**config.mk**
```make
export PLATFORM = sky130hd
export DESIGN_NAME = sito_div_step
export DESIGN_NICKNAME = d
export VERILOG_FILES = /design/src/sv/sito_pkg.sv /design/src/sv/sito_div_step.sv
export SDC_FILE = /design/constraint.sdc
export NUM_CORES = 1
export LEC_CHECK = 0
export BUFFER_PORTS_ARGS = -buffer_cell sky130_fd_sc_hd__buf_2
export CAP_MARGIN = 25
export CORE_AREA = 2 2 101 103
export DETAILED_ROUTE_END_ITERATION = 7
export DIE_AREA = 0 0 103 105
export PLACE_DENSITY = 0.66
export SYNTH_ARGS = -nofsm -noshare
export SYNTH_HDL_FRONTEND = slang
export SYNTH_SLANG_ARGS = --single-unit
```
**constraint.sdc**
```tcl
create_clock -name vclk -period 19.91
set_clock_uncertainty 0.05 [all_clocks]
set_input_delay 0.9955 -clock vclk [all_inputs]
set_output_delay 0.9955 -clock vclk [all_outputs]
set_load 0.005 [all_outputs]
```
**src/sv/sito_pkg.sv**
```systemverilog
// Shared constants and types for the strided index to offset pipeline.
// No dependencies; every other file imports this package.
package sito_pkg;

  localparam int IDX_W        = 32;  // element index width
  localparam int SIZE_W       = 16;  // dimension extent width
  localparam int STRIDE_W     = 32;  // dimension stride width
  localparam int OFF_W        = 50;  // storage offset width
  localparam int PROD_W       = SIZE_W + STRIDE_W;
  localparam int NUM_AXES     = 4;
  localparam int DIMS_DEFAULT = 4;

  // Divider pipeline: quotient bits retired per stage and stages per dimension
  localparam int DIV_BITS     = 4;
  localparam int DIV_STAGES   = IDX_W / DIV_BITS;

  // Configuration port
  localparam int CFG_IDX_W    = 3;
  localparam int CFG_DATA_W   = 32;
  localparam int AXIS_W       = 2;
  localparam logic [CFG_IDX_W-1:0] CFG_SIZE_BASE   = 3'd0;
  localparam logic [CFG_IDX_W-1:0] CFG_STRIDE_BASE = 3'd4;

  typedef logic [SIZE_W-1:0]   size_t;
  typedef logic [STRIDE_W-1:0] stride_t;
  typedef logic [IDX_W-1:0]    idx_t;
  typedef logic [OFF_W-1:0]    off_t;
  typedef logic [PROD_W-1:0]   prod_t;

endpackage

```
**src/sv/sito_div_step.sv**
```systemverilog
// Restoring division slice: retires DIV_BITS quotient bits per pass.
// Depends on sito_pkg.
module sito_div_step import sito_pkg::*; (
  input  idx_t  quo_i,
  input  size_t rem_i,
  input  size_t divisor_i,
  output idx_t  quo_o,
  output size_t rem_o
);

  always_comb begin
    logic [SIZE_W:0] part;
    idx_t            q;
    size_t           rem;
    rem = rem_i;
    q   = quo_i;
    for (int b = 0; b < DIV_BITS; b++) begin
      part = {rem, q[IDX_W-1]};
      q    = {q[IDX_W-2:0], 1'b0};
      if (part >= {1'b0, divisor_i}) begin
        part = part - {1'b0, divisor_i};
        q[0] = 1'b1;
      end
      rem = part[SIZE_W-1:0];
    end
    quo_o = q;
    rem_o = rem;
  end

endmodule

```
==> results.tsv <==
stage	metric	value	unit
clocking	postcts setup bufs	0	
timing	min Tclk post-route	13910	ps
layout	most frequent cells in the layout	ha_1, buf_2, inv_1	
worst_setup_path	Worst Setup Start Kind	input pin	
floorplan	Die H	105	µm
placed_design	gpl congestion	0.876	
floorplan	Starting Density	39.7	%
layout	Layout area overhead	5.50	%
logic_synthesis	post-synthesis cell type count	59	
timing	Fin. Hold Viols	0	
floorplan	# rows	36	
layout	fraction of layout cells with a size suffix above 1	18.8	%
timing	RSZ-0062 raised after global routing	false	
drt	via/cell ratio	5.48	
global_route	grt ovf	0	
power	cell internal pwr	0.000446	W
global_route	Global Route Usage Sum	18.2	%
logic_synthesis	Synth Instances	509	
worst_setup_path	cell at the slowest stage of the critical path	mux2i_4	
global_route	largest net degree at the start of global routing	29	
logic_synthesis	post-synthesis cell area	3820	µm²
global_route	first-pass GRT wire length	16.5	mm
global_route	initial antenna violation count	0	
drt	drt drc	0	
worst_setup_path	crit path max fanout	28	
layout	cell area after layout	4030	µm²
drt	Starting DRT DRC Count	137	
layout	number of inserted diodes	0	
layout	Clock Buffer Count	0	
min_path	hold path startpoint	quo_i[14]	
placed_design	detailed placement HPWL	8.55	mm
timing	relative slew slack	47.4	%
power	clock share of power	0	%
placed_design	Port Buffers	56	
outcome	status	completed	
drt	Met1 Wirelength	4.47	mm
power	power density over the cells	214	nW/µm²
drt	Top Metal Used	met4	
power	Max IR drop VDD	124	µV
drt	DRT Wirelength	9.93	mm
min_path	hold path depth	0	
drt	TritonRoute pass-1 iters	4	
global_route	vias in the first global route	3605	
power	Combinational Power Share	100.0	%
clocking	post-cts sizing count	0	
clocking	# hold bufs at CTS	0	
timing	Max Slew Vio Count	0	
min_path	worst min-delay path class	input pin to output pin	
worst_setup_path	CP peak stage delay	660	ps
power	Psw	0.000418	W
min_path	Hold EP	quo_o[18]	
timing	final setup violating endpoints	0	
drt	met2 wire len	4.74	mm
power	Pleak	1.92	nW
drt	ANT nets after route	0	
worst_setup_path	Critical Path RT	18860	ps
worst_setup_path	crit path kind	input pin to output pin	
floorplan	Core ar.	9640	µm²
layout	FFs & Latches	0	
logic_synthesis	mean cell area of the mapped netlist	7.51	µm²
floorplan	Die Area	10800	µm²
worst_setup_path	Worst path top cell family by delay	compound AO/OA/AOI/OAI gates	
power	sw frac	48.4	%
worst_setup_path	Buf+Inv Stages, Crit Path	8	
worst_setup_path	CP Capture Type	output pin	
placed_design	Setup WS pre-CTS	6040	ps
timing	setup TNS	0	ps
layout	fin nets	666	
drt	Via Count	3643	
floorplan	Ports	112	
timing	post-route setup slack	6000	ps
worst_setup_path	arrival time at the worst endpoint	12860	ps
floorplan	Die Span X	103	µm
placed_design	Placed Area	4030	µm²
timing	Tightest Pin Transition	772	ps
layout	register area	0	µm²
logic_synthesis	Synth Net Count	641	
timing	Max Fclk	71.9	MHz
layout	commonest non-fill, non-tap cell in the layout	ha_1	
drt	DR WL/cell	14.9	µm
power	Seq pwr share	0	%
drt	WL met3	449	µm
worst_setup_path	Worst setup startpoint	divisor_i[1]	
timing	ratio of final minimum period to clock period	69.8	%
logic_synthesis	sequential area share after synthesis	0	%
logic_synthesis	Syn. warnings	0	
run	max_cap viols	0	
## area by class of cell
cell class / count / area, µm²
Fill cell: 1030 / 5610
Inverter: 45 / 169
Multi-Input combinational cell: 430 / 3410
Tap cell: 133 / 166
Timing Repair Buffer: 57 / 288
## logic make-up (layout without fill, tap and decap cells)
family                   after synthesis  after routing  synth area share (%)
buffers and inverters                 79            102                  10.8
adder cells (fa/ha/maj)               68             68                  23.0
AND/OR/NAND/NOR                      136            136                  17.1
multiplexers                          34             34                  10.9
XOR/XNOR                              49             49                  11.2
AO/OA/AOI/OAI                        143            143                  26.9
## how the worst max path moves through the flow
stage | end | slack, ps | depth (start not counted)
final | rem_o[15] | 6000 | 47
after global routing | rem_o[15] | 4970 | 46
after CTS | rem_o[4] | 6000 | 47
after detailed placement | rem_o[4] | 6040 | 47
after global placement | rem_o[15] | 6380 | 46
after floorplan | rem_o[10] | 7840 | 46
## cells in the mapped netlist, types with 5 or more instances
cell type | count | area [µm²]
a211oi_1 | 5 | 37.5
mux2i_1 | 6 | 60.1
a21oi_1 | 34 | 170
buf_4 | 28 | 210
o21bai_1 | 10 | 75.1
nor2_1 | 31 | 116
a21o_1 | 18 | 135
ha_1 | 64 | 801
nor2b_1 | 6 | 37.5
nand2_1 | 43 | 161
nand4_1 | 10 | 62.6
mux2_2 | 19 | 214
mux2_4 | 8 | 120
nand3_1 | 13 | 65.1
inv_1 | 44 | 165
nor3_1 | 8 | 40.0
o21ai_0 | 33 | 165
or3_1 | 6 | 37.5
xnor2_1 | 29 | 254
o21a_1 | 8 | 60.1
xor2_1 | 20 | 175
## metrics by stage
step / total power (W) / hold WS [ps] / cells / utilization [%]
5_1_grt: 0.000961 / 1940 / 665 / 41.8
3_5_place_dp: 0.000863 / 1940 / 665 / 41.8
3_3_place_gp: 0.000853 / 1940 / 665 / 41.8
6_report: 0.000864 / 1940 / 665 / 41.8
4_1_cts: 0.000869 / 1940 / 665 / 41.8
2_1_floorplan: 0.000666 / 2020 / 509 / -
## per-layer routing
layer	vias to the layer above	global-route usage, %
met5	-	0
met3	26	0.936
li1	1864	-
met1	1657	23.4
met4	0	4.42
met2	96	32.8
## power by group through the flow
stage,Clock [W],Sequential (W),Combinational (W)
after detailed placement,0,0,0.000863
final,0,0,0.000864
after floorplan,0,0,0.000666
after global placement,0,0,0.000853
after CTS,0,0,0.000869
after global routing,0,0,0.000961
No activity file was read; power rests on OpenSTA's default activity.
